$ cat src/rtl/prtp_pkg.sv
`timescale 1ns / 1ps
// ----------------------------------------------------------------------------
// prtp_pkg
// Shared types and constants of the probe record text parser.
// ----------------------------------------------------------------------------
package prtp_pkg;

   localparam int ID_BYTES   = 32;
   localparam int ID_SLOTS   = 32;
   localparam int ID_IDX_W   = $clog2(ID_SLOTS);
   localparam int NUM_DEC    = 5;
   localparam int CHUNK_BYTES = 8;

   localparam logic [7:0] CHAR_SEMI  = 8'h3B;
   localparam logic [7:0] CHAR_NUL   = 8'h00;
   localparam logic [7:0] CHAR_SPACE = 8'h20;
   localparam logic [7:0] CHAR_PLUS  = 8'h2B;
   localparam logic [7:0] CHAR_MINUS = 8'h2D;

   localparam logic [3:0] FIELD_TIME    = 4'd1;
   localparam logic [3:0] FIELD_ID      = 4'd3;
   localparam logic [3:0] FIELD_LAT     = 4'd4;
   localparam logic [3:0] FIELD_LON     = 4'd5;
   localparam logic [3:0] FIELD_SPEED   = 4'd6;
   localparam logic [3:0] FIELD_HEADING = 4'd7;
   localparam logic [3:0] FIELD_MAX     = 4'd15;
   localparam logic [3:0] FIELD_MIN_OK  = 4'd2;

   localparam logic [1:0] PH_SKIP   = 2'd0;
   localparam logic [1:0] PH_DIGITS = 2'd1;
   localparam logic [1:0] PH_DONE   = 2'd2;

   localparam logic [6:0] HEX_LIMIT = 7'(2 * ID_BYTES);
   localparam logic [6:0] HEX_SAT   = 7'd64;

   typedef struct packed {
      logic [7:0] byte_value;
      logic       line_end;
   } req_type;

   typedef struct packed {
      logic               record_valid;
      logic signed [31:0] time_stamp;
      logic signed [31:0] latitude_raw;
      logic signed [31:0] longitude_raw;
      logic signed [31:0] speed_value;
      logic signed [31:0] heading_value;
      logic [63:0]        id_chunk;
      logic [1:0]         chunk_index;
      logic               last;
   } rsp_type;

   typedef struct packed {
      logic                          record_valid;
      logic [NUM_DEC-1:0][31:0]      dec;
      logic [ID_SLOTS-1:0][7:0]      id;
   } snap_type;

endpackage

$ cat src/rtl/prtp_parser.sv
`timescale 1ns / 1ps
// ----------------------------------------------------------------------------
// prtp_parser
// Input register and per-byte field parser; hands a record snapshot to the
// emitter at each line end.
// ----------------------------------------------------------------------------
module prtp_parser (
   input  logic               clock,
   input  logic               reset,
   input  logic               req_valid,
   output logic               req_ready,
   input  prtp_pkg::req_type  req_data,
   output logic               snap_valid,
   input  logic               snap_ready,
   output prtp_pkg::snap_type snap_data
);

   logic                                   in_valid_ff;
   prtp_pkg::req_type                      in_ff;
   logic [3:0]                             field_ff, field_in;
   logic                                   tok_ff, tok_in;
   logic [31:0]                            acc_ff, acc_in;
   logic [1:0]                             phase_ff, phase_in;
   logic                                   neg_ff, neg_in;
   logic [6:0]                             hc_ff, hc_in;
   logic                                   ended_ff, ended_in;
   logic [prtp_pkg::ID_SLOTS-1:0][3:0]     hi_ff, hi_in, lo_ff, lo_in;
   logic [prtp_pkg::NUM_DEC-1:0][31:0]     dec_ff, dec_in;
   logic                                   step;
   logic [7:0]                             b;
   logic                                   is_dec;
   logic [2:0]                             slot;
   logic [35:0]                            mag;
   logic [prtp_pkg::ID_IDX_W-1:0]          idx;

   function automatic logic [3:0] nibble_of(input logic [7:0] c);
      logic [3:0] n;
      n = 4'd0;
      if (c >= 8'h30 && c <= 8'h39) n = 4'(c - 8'h30);
      else if (c >= 8'h41 && c <= 8'h46) n = 4'(c - 8'h37);
      else if (c >= 8'h61 && c <= 8'h66) n = 4'(c - 8'h57);
      return n;
   endfunction

   assign b          = in_ff.byte_value;
   assign step       = in_valid_ff && (!in_ff.line_end || snap_ready);
   assign req_ready  = !in_valid_ff || step;
   assign snap_valid = in_valid_ff && in_ff.line_end;

   always_comb begin
      field_in = field_ff;
      tok_in   = tok_ff;
      acc_in   = acc_ff;
      phase_in = phase_ff;
      neg_in   = neg_ff;
      hc_in    = hc_ff;
      ended_in = ended_ff;
      hi_in    = hi_ff;
      lo_in    = lo_ff;
      dec_in   = dec_ff;
      is_dec   = 1'b0;
      slot     = 3'd0;
      mag      = 36'd0;
      idx      = '0;
      if (!ended_ff) begin
         if (b == prtp_pkg::CHAR_NUL) begin
            ended_in = 1'b1;
         end else if (b == prtp_pkg::CHAR_SEMI) begin
            tok_in = 1'b0;
         end else begin
            if (!tok_ff) begin
               tok_in = 1'b1;
               if (field_ff < prtp_pkg::FIELD_MAX) field_in = field_ff + 4'd1;
               acc_in   = 32'd0;
               phase_in = prtp_pkg::PH_SKIP;
               neg_in   = 1'b0;
               hc_in    = 7'd0;
            end
            case (field_in)
               prtp_pkg::FIELD_TIME:    begin is_dec = 1'b1; slot = 3'd0; end
               prtp_pkg::FIELD_LAT:     begin is_dec = 1'b1; slot = 3'd1; end
               prtp_pkg::FIELD_LON:     begin is_dec = 1'b1; slot = 3'd2; end
               prtp_pkg::FIELD_SPEED:   begin is_dec = 1'b1; slot = 3'd3; end
               prtp_pkg::FIELD_HEADING: begin is_dec = 1'b1; slot = 3'd4; end
               default:                 begin is_dec = 1'b0; slot = 3'd0; end
            endcase
            if (field_in == prtp_pkg::FIELD_ID) begin
               idx = hc_in[prtp_pkg::ID_IDX_W:1];
               if (hc_in < prtp_pkg::HEX_LIMIT) begin
                  if (!hc_in[0]) begin
                     hi_in[idx] = nibble_of(b);
                     lo_in[idx] = 4'd0;
                  end else begin
                     lo_in[idx] = nibble_of(b);
                  end
               end
               if (hc_in < prtp_pkg::HEX_SAT) hc_in = hc_in + 7'd1;
            end else if (is_dec && phase_in != prtp_pkg::PH_DONE) begin
               if (phase_in == prtp_pkg::PH_SKIP &&
                   (b == prtp_pkg::CHAR_SPACE || (b >= 8'h09 && b <= 8'h0D))) begin
                  phase_in = prtp_pkg::PH_SKIP;
               end else if (phase_in == prtp_pkg::PH_SKIP &&
                            (b == prtp_pkg::CHAR_PLUS || b == prtp_pkg::CHAR_MINUS)) begin
                  neg_in   = (b == prtp_pkg::CHAR_MINUS);
                  phase_in = prtp_pkg::PH_DIGITS;
               end else if (b < 8'h30 || b > 8'h39) begin
                  phase_in = prtp_pkg::PH_DONE;
               end else begin
                  phase_in = prtp_pkg::PH_DIGITS;
                  mag = {1'b0, acc_in, 3'b000} + {3'b000, acc_in, 1'b0}
                        + {32'd0, 4'(b - 8'h30)};
                  acc_in = (mag > 36'h080000000) ? 32'h80000000 : mag[31:0];
                  if (neg_in) dec_in[slot] = 32'd0 - acc_in;
                  else dec_in[slot] = acc_in[31] ? 32'h7FFFFFFF : acc_in;
               end
            end
         end
      end
   end

   always_comb begin
      snap_data.record_valid = (field_in >= prtp_pkg::FIELD_MIN_OK);
      snap_data.dec          = dec_in;
      for (int i = 0; i < prtp_pkg::ID_SLOTS; i++) begin
         snap_data.id[i] = {hi_in[i], lo_in[i]};
      end
   end

   always_ff @(posedge clock) begin
      if (req_ready) in_ff <= req_data;
      if (reset) begin
         in_valid_ff <= 1'b0;
      end else if (req_ready) begin
         in_valid_ff <= req_valid;
      end
   end

   always_ff @(posedge clock) begin
      if (reset || (step && in_ff.line_end)) begin
         field_ff <= 4'd0;
         tok_ff   <= 1'b0;
         acc_ff   <= 32'd0;
         phase_ff <= prtp_pkg::PH_SKIP;
         neg_ff   <= 1'b0;
         hc_ff    <= 7'd0;
         ended_ff <= 1'b0;
         hi_ff    <= '0;
         lo_ff    <= '0;
         dec_ff   <= '0;
      end else if (step) begin
         field_ff <= field_in;
         tok_ff   <= tok_in;
         acc_ff   <= acc_in;
         phase_ff <= phase_in;
         neg_ff   <= neg_in;
         hc_ff    <= hc_in;
         ended_ff <= ended_in;
         hi_ff    <= hi_in;
         lo_ff    <= lo_in;
         dec_ff   <= dec_in;
      end
   end

endmodule

$ cat src/rtl/prtp_emitter.sv
`timescale 1ns / 1ps
// ----------------------------------------------------------------------------
// prtp_emitter
// Holds one record snapshot and sends it as four identifier slices, or as a
// single invalid result.
// ----------------------------------------------------------------------------
module prtp_emitter (
   input  logic               clock,
   input  logic               reset,
   input  logic               snap_valid,
   output logic               snap_ready,
   input  prtp_pkg::snap_type snap_data,
   output logic               rsp_valid,
   input  logic               rsp_ready,
   output prtp_pkg::rsp_type  rsp_data
);

   logic               busy_ff;
   logic [1:0]         chunk_ff;
   prtp_pkg::snap_type snap_ff;
   logic               last;
   logic [63:0]        chunk;

   assign last       = !snap_ff.record_valid || (chunk_ff == 2'd3);
   assign rsp_valid  = busy_ff;
   assign snap_ready = !busy_ff || (rsp_ready && last);

   always_comb begin
      for (int j = 0; j < prtp_pkg::CHUNK_BYTES; j++) begin
         chunk[63 - 8 * j -: 8] = snap_ff.id[{chunk_ff, 3'(j)}];
      end
   end

   always_comb begin
      rsp_data.record_valid  = snap_ff.record_valid;
      rsp_data.time_stamp    = snap_ff.record_valid ? snap_ff.dec[0] : 32'sd0;
      rsp_data.latitude_raw  = snap_ff.record_valid ? snap_ff.dec[1] : 32'sd0;
      rsp_data.longitude_raw = snap_ff.record_valid ? snap_ff.dec[2] : 32'sd0;
      rsp_data.speed_value   = snap_ff.record_valid ? snap_ff.dec[3] : 32'sd0;
      rsp_data.heading_value = snap_ff.record_valid ? snap_ff.dec[4] : 32'sd0;
      rsp_data.id_chunk      = snap_ff.record_valid ? chunk : 64'd0;
      rsp_data.chunk_index   = chunk_ff;
      rsp_data.last          = last;
   end

   always_ff @(posedge clock) begin
      if (snap_valid && snap_ready) snap_ff <= snap_data;
      if (reset) begin
         busy_ff  <= 1'b0;
         chunk_ff <= 2'd0;
      end else if (snap_valid && snap_ready) begin
         busy_ff  <= 1'b1;
         chunk_ff <= 2'd0;
      end else if (busy_ff && rsp_ready) begin
         if (last) busy_ff <= 1'b0;
         else chunk_ff <= chunk_ff + 2'd1;
      end
   end

endmodule

$ cat src/rtl/probe_record_text_parser.sv
`timescale 1ns / 1ps
// ----------------------------------------------------------------------------
// probe_record_text_parser
// Parses semicolon separated probe record lines, one byte per transfer, and
// emits the decoded record with its identifier in 64-bit slices.
// ----------------------------------------------------------------------------
//  channel  dir  payload              transfer
//  req      in   prtp_pkg::req_type   req_valid && req_ready
//  rsp      out  prtp_pkg::rsp_type   rsp_valid && rsp_ready
//
//  one byte per cycle: the parser state updates from the input register
//  a line end hands a snapshot to the output stage, which sends four slices
//  (one when invalid); the next line end stalls until that stage drains
//  synchronous reset clears the parse state and both valid flags
//  rsp stalls back up into req only at a line end byte
// ----------------------------------------------------------------------------
module probe_record_text_parser (
   input  logic              clock,
   input  logic              reset,
   input  logic              req_valid,
   output logic              req_ready,
   input  prtp_pkg::req_type req_data,
   output logic              rsp_valid,
   input  logic              rsp_ready,
   output prtp_pkg::rsp_type rsp_data
);

   logic               snap_valid;
   logic               snap_ready;
   prtp_pkg::snap_type snap_data;

   prtp_parser u_parser (
      .clock      (clock),
      .reset      (reset),
      .req_valid  (req_valid),
      .req_ready  (req_ready),
      .req_data   (req_data),
      .snap_valid (snap_valid),
      .snap_ready (snap_ready),
      .snap_data  (snap_data)
   );

   prtp_emitter u_emitter (
      .clock      (clock),
      .reset      (reset),
      .snap_valid (snap_valid),
      .snap_ready (snap_ready),
      .snap_data  (snap_data),
      .rsp_valid  (rsp_valid),
      .rsp_ready  (rsp_ready),
      .rsp_data   (rsp_data)
   );

endmodule
$ cat config.mk
export PLATFORM = sky130hd
export DESIGN_NAME = probe_record_text_parser
export DESIGN_NICKNAME = d
export VERILOG_FILES = /design/src/rtl/prtp_pkg.sv /design/src/rtl/prtp_parser.sv /design/src/rtl/prtp_emitter.sv /design/src/rtl/probe_record_text_parser.sv
export SDC_FILE = /design/constraint.sdc
export NUM_CORES = 2
export LEC_CHECK = 0
export BUFFER_PORTS_ARGS = -buffer_cell sky130_fd_sc_hd__buf_4
export CAP_MARGIN = 20
export CORE_MARGIN = 2
export CORE_UTILIZATION = 50
export CTS_BUF_LIST = sky130_fd_sc_hd__clkbuf_8
export DETAILED_ROUTE_END_ITERATION = 16
export GPL_ROUTABILITY_DRIVEN = 0
export PLACE_DENSITY = 0.68
export SYNTH_ARGS = -nofsm -noshare
export SYNTH_HDL_FRONTEND = slang
export SYNTH_SLANG_ARGS = --single-unit
$ cat constraint.sdc
create_clock -name clock -period 57.5 [get_ports clock]
set_clock_uncertainty 0.2 [all_clocks]
set_input_delay 5.75 -clock clock [delete_from_list [all_inputs] [get_ports clock]]
set_output_delay 5.75 -clock clock [all_outputs]
set_load 0.05 [all_outputs]
### Word level (Yosys, flattened, before mapping)

Cells that the tools add are included.

* logic and storage cells: 331
* memory bits (writable): 0
* memory bits (read-only): 0
* bits in latches: 0
* memories kept: 0
* output and inout bits: 230
* bits in registers: 894

* $mul: 0
* mux-type cells: 122
* bitwise operators: 6
* div/mod/pow operators: 0
* shift-type cells: 0
* equal/unequal tests: 12
* add/subtract/negate cells: 9
* reduce and logical (&&, ||, !) cells: 37
* magnitude comparators: 26

Operator list (count)
* 2-to-1 mux 128 bit: 12
* 2-to-1 mux 160 bit: 9
* 2-to-1 mux 32 bit: 16
* bitwise mux 160 bit: 2
* bitwise mux 128 bit: 2
* bitwise AND 128 bit: 1
* binary-select mux 8 bit (select 2 bit): 8
* NOT 128 bit: 1
* demux 32 bit (select 3 bit): 1
* 2-to-1 mux 4 bit: 24
* 2-to-1 mux 64 bit: 1
* 2-to-1 mux 8 bit: 8
* less-than comparator 5 x 6 -> 1 bit, second input constant: 9
* 2-to-1 mux 7 bit: 6
* adder 35 x 33 -> 36 bit: 1
* adder 36 x 4 -> 36 bit: 1
* > comparator 36 x 32 -> 1 bit, second input constant: 1
* equality test 8 x 6 -> 1 bit, second input constant: 4
* subtractor 1 x 32 -> 32 bit, first input constant: 1
* 2-to-1 mux 31 bit: 1
* demux 4 bit (select 5 bit): 1
* 2-to-1 mux 1 bit: 18
* 2-to-1 mux 2 bit: 9
* equality test 4 x 3 -> 1 bit, second input constant: 4
* 37 further kinds: 71

### Longest topological paths before layout

* depth after elaboration: 25
* mapped depth: 32
* depth with buffers taken out: 23

### Hierarchy

From an unflattened synthesis, not the netlist that was laid out.

* cell total of the unflattened synthesis: 4228
* area total of the unflattened synthesis: 41678.7 um^2

By module, submodules not included
* prtp_parser: cells each 3468, times used 1, seq. area each 9579.2 um^2, area each 25951.1 um^2
* prtp_emitter: cells each 760, times used 1, seq. area each 12582.1 um^2, area each 15727.6 um^2

### Least setup slack after synthesis

No wires, ideal clock.

* path kind: input port to flip-flop
* from: in rsp_ready
* to: reg u_parser.dec_ff[96] in the netlist's numbering
* setup time: 148 ps
* arrival: 25746 ps
* setup slack: 31406 ps
* stages: 7
* data required time: 57152 ps
* cell sequence: a21boi_0 nor2_1 or2_2 clkbuf_1 clkbuf_1 clkbuf_1 a211oi_1

* longest elaborated chain between the ends: 6

RTL lines
* from (decl): line probe_record_text_parser.sv:24 `input logic rsp_ready,`
* logical AND 1 bit (*): line prtp_emitter.sv:26 `assign snap_ready = !busy_ff || (rsp_ready && last);`
* logical OR 1 bit (*): line prtp_emitter.sv:26
* logical OR 1 bit (*): line prtp_parser.sv:46 `assign step = in_valid_ff && (!in_ff.line_end || snap_ready);`
* logical AND 1 bit (*): line prtp_parser.sv:46
* logical AND 1 bit: line prtp_parser.sv:139 `if (reset || (step && in_ff.line_end)) begin`
* logical OR 1 bit: line prtp_parser.sv:139
* to (signal assigned): line prtp_parser.sv:160 `dec_ff <= dec_in;`
* to (decl): line prtp_parser.sv:28 `logic [prtp_pkg::NUM_DEC-1:0][31:0] dec_ff, dec_in;`

Every way passes the cells marked *; elsewhere a longest branch is shown, timed or not.
A chain may end at the register's enable or synchronous reset.

### Worst setup path in the final report

* from: in rsp_ready
* to: out req_ready

* longest elaborated chain between the ends: 5

RTL lines
* logical AND 1 bit: line prtp_emitter.sv:26
* logical OR 1 bit: line prtp_emitter.sv:26
* logical OR 1 bit: line prtp_parser.sv:46
* logical AND 1 bit: line prtp_parser.sv:46
* logical OR 1 bit: line prtp_parser.sv:47 `assign req_ready = !in_valid_ff || step;`
* to (decl): line probe_record_text_parser.sv:21 `output logic req_ready,`

Every way passes these cells.

==> flow_summary_export.csv <==
group,metric,value,unit
worst_setup_path,crit_type,"input pin to output pin",
timing,setup_viol,0,
route,routed_wl,109000,um
route,drtPass1Iterations,6,
timing,hold_violations,0,
place,dpl.hpwl,68200,um
grt,grt_usage,25.0,%
synth,synth_cell_types,99,
synth,synth_area,41500,sq um
synth,synth.yosys.seq_area_share,53.5,%
layout,area_growth,12.9,%
flow_run,maxCapViolCount,0,
timing,fmax,77.3,MHz
worst_setup_path,crit_chain,"buf_4, a21boi_0, nand3_1, buf_4, buf_4",
power,power.total,0.00128,W
route,highest_layer,"met4",
worst_setup_path,cp_common_cell,"buf_4",
synth,synth.ff_latch_count,894,
grt,grt_pass1_wl,168000,um
worst_setup_path,timing.critical_path.to_type,"output pin",
clock_network,postCtsHoldBufs,0,
timing,min_period,12.94,ns
worst_setup_path,cp.required,51.55,ns
timing,worst_slew_pin_slew,1.15,ns
grt,antenna_found_initial,2,
power,cellPowerDensity,27.4,nW/um^2
synth,synth_top_cell_by_area,"edfxtp_1",
grt,grt_pass1_vias,29100,
route,wl_per_cell,19.8,um
route,drc,0,
floorplan,pin_count,243,
floorplan,die_h,292,um
route,dr_wl_met3,7260,um
worst_setup_path,max_stage_delay,0.51,ns
clock_network,cts_resized,0,
clock_network,clk-insertion-delay-late,0.81,ns
synth,yosysMostFrequentCell,"nor2_1",
synth,synth_edf_count,426,
timing,rsz0062_at_grt,"false",
route,wl_met1,49100,um
synth,ys_async_sr_fraction,0,%
route,num_vias,31700,
synth,syn_inst,4155,
power,leakage,17.2,nW
worst_setup_path,reg2reg_from,"u_parser.tok_ff$_SDFFE_PP0P_",
worst_setup_path,cp_max_fo,11,
worst_setup_path,crit_path_start,"rsp_ready",
route,vias_per_cell,5.75,
clock_network,clk_pin_slew,0.05,ns
power,ir_worst_vdd,19.8,uV
min_path,hp-class,"flip-flop to flip-flop",
min_path,hold_path.startpoint,"u_parser.acc_ff[14]$_SDFFE_PP0P_",
timing,finalCritPeriodShare,22.5,%
floorplan,rows,105,
place,port_buffers,242,
layout,nets,4394,
synth,synth_flop_cell,"dfxtp_1",
floorplan,start_util,50.5,%
route,routed-wl-met2,49300,um
synth,synth_top_area_share,30.9,%
timing,slew_violations,0,
timing,finalSetupTns,0,ns
clock_network,clock-sinks,894,
clock_network,h-tree-depth,4,
clock_network,cts_buffers,146,
floorplan,core_area,82100,sq um
clock_network,cts_tree,"done",
worst_setup_path,startpoint_type,"input pin",
synth,syn_area_per_cell,9.98,sq um
synth,yosys-top-cells-count,"616 x nor2_1, 525 x nand2_1, 468 x dfxtp_1",
worst_setup_path,arrival,6.99,ns
floorplan,fp.dieW,292,um
grt,grt_max_degree,227,
timing,maxSlewHeadroom,23.5,%
grt,gr-total-overflow,0,
synth,yosys_warnings,0,
layout,layout-drive-gt1-share,17.6,%
worst_setup_path,crit_path_top_delay_cell,"a21boi_0",
status,outcome,"complete, no violations",
synth,syn_nets,4241,
floorplan,dieArea,85200,sq um
clock_network,cts_buffer_depth,3,
route,antenna_left,0,
clock_network,clockRootBuffer,"clkbuf_8",
synth,synthTopCellsByArea,"edfxtp_1 31%, dfxtp_1 23%, nor2_1 5.6%, nand2_1 4.8%, and2_1 4.0%",
clock_network,cts_setup_buffers,0,
route,drt_iter0_markers,3069,
-- layout make-up --
class	instances	area, sq um
clock inverters	114	592
repair buffers	294	2260
fillers	7070	35300
flip-flops and latches	894	22200
multi-input cells	2947	18200
clock buffers	159	2190
inverters	25	93.8
well taps	1070	1340
diodes	1	2.50
-- registers in the layout (all words and copies together) (netlist names), 4 cells and up --
register           count
u_emitter.snap_ff    416
u_parser.b             8
u_parser.field_ff      4
u_parser.acc_ff       32
u_parser.lo_ff       128
u_parser.dec_ff      160
u_parser.hc_ff         7
u_parser.hi_ff       128
-- critical path, delay by kind of cell --
kind,cells,cell delay [ns]
AOI/OAI and AO/OA,1,0.51
and+or+nand+nor,1,0.15
buffers and inverters,3,0.58
-- worst paths after layout --
path / endpoint / slack, ns / cells after the start
min reg2reg: u_parser.acc_ff[14]$_SDFFE_PP0P_ / 0.25 / 2
max reg2reg: u_emitter.snap_ff[340]$_DFFE_PP_ / 49.62 / 20
min: u_parser.acc_ff[14]$_SDFFE_PP0P_ / 0.25 / 2
max: req_ready / 44.56 / 5
-- cells by family (layout without fill, tap and decap cells) --
family	count (synthesis)	after routing	share of synthesized area (%)
flip-flops	894	894	53.5
XOR/XNOR	33	33	0.697
buffers and inverters	314	592	3.04
other	0	1	0
adder cells (fa/ha/maj)	73	73	2.24
AND/OR/NAND/NOR	1676	1676	18.2
multiplexers	252	252	8.43
AO/OA/AOI/OAI	913	913	14.0
-- cells in the final DEF, fill, tap and decap left out, types with 8 or more instances in the layout --
| cell type | Yosys | final |
|---|---|---|
| nand4_1 | 15 | 15 |
| ha_1 | 71 | 71 |
| o21ai_0 | 263 | 263 |
| o31ai_1 | 8 | 8 |
| xnor2_1 | 22 | 22 |
| a211oi_2 | 26 | 26 |
| mux2_2 | 137 | 137 |
| mux4_2 | 64 | 64 |
| o21a_1 | 9 | 9 |
| edfxtp_1 | 426 | 426 |
| o21ai_1 | 34 | 34 |
| a31oi_1 | 12 | 12 |
| a21o_1 | 18 | 18 |
| a21oi_1 | 227 | 227 |
| a22oi_1 | 35 | 33 |
| inv_1 | 24 | 98 |
| a211oi_1 | 138 | 138 |
| nand2_1 | 525 | 522 |
| nor4_1 | 12 | 12 |
| dfxtp_1 | 468 | 466 |
| xor2_1 | 11 | 11 |
| clkinv_2 | 0 | 13 |
| mux2i_1 | 51 | 50 |
| buf_4 | 7 | 290 |
| a21oi_2 | 10 | 10 |
| and2_1 | 265 | 264 |
| or3_1 | 14 | 14 |
| nor2_1 | 616 | 607 |
| clkinv_1 | 0 | 12 |
| nand2b_1 | 12 | 12 |
| nand3_1 | 45 | 42 |
| o22ai_1 | 59 | 58 |
| clkbuf_8 | 0 | 159 |
| nor3_1 | 126 | 126 |
| and3_1 | 9 | 9 |
-- report_power, final --
part | internal, W | switching (W)
sequential | 0.000675 | 0.00000448
clock | 0.000264 | 0.000261
combinational | 0.0000206 | 0.0000554
total | 0.000960 | 0.000321
-- through the flow --
step | worst slack (ns) | instance area (sq um) | utilization (%) | hold slack [ns] | cells
final | 44.56 | 46800 | 57.0 | 0.250 | 5504
after global routing | 44.43 | 46800 | 57.0 | 0.268 | 5504
after CTS | 44.55 | 46700 | 56.9 | 0.252 | 5500
after detailed placement | 44.56 | 44000 | 53.5 | 0.244 | 5227
after global placement | 44.49 | 44000 | 53.5 | 0.237 | 5227
after floorplan | 31.41 | 41500 | - | 0.227 | 4155
-- layer usage --
| metal | GRT usage, % | vias up |
|---|---|---|
| li1 | - | 15200 |
| met1 | 35.6 | 15200 |
| met2 | 38.3 | 1089 |
| met3 | 4.35 | 193 |
| met4 | 9.09 | 0 |
| met5 | 0 | - |
No activity file was read; power rests on OpenSTA's default activity.
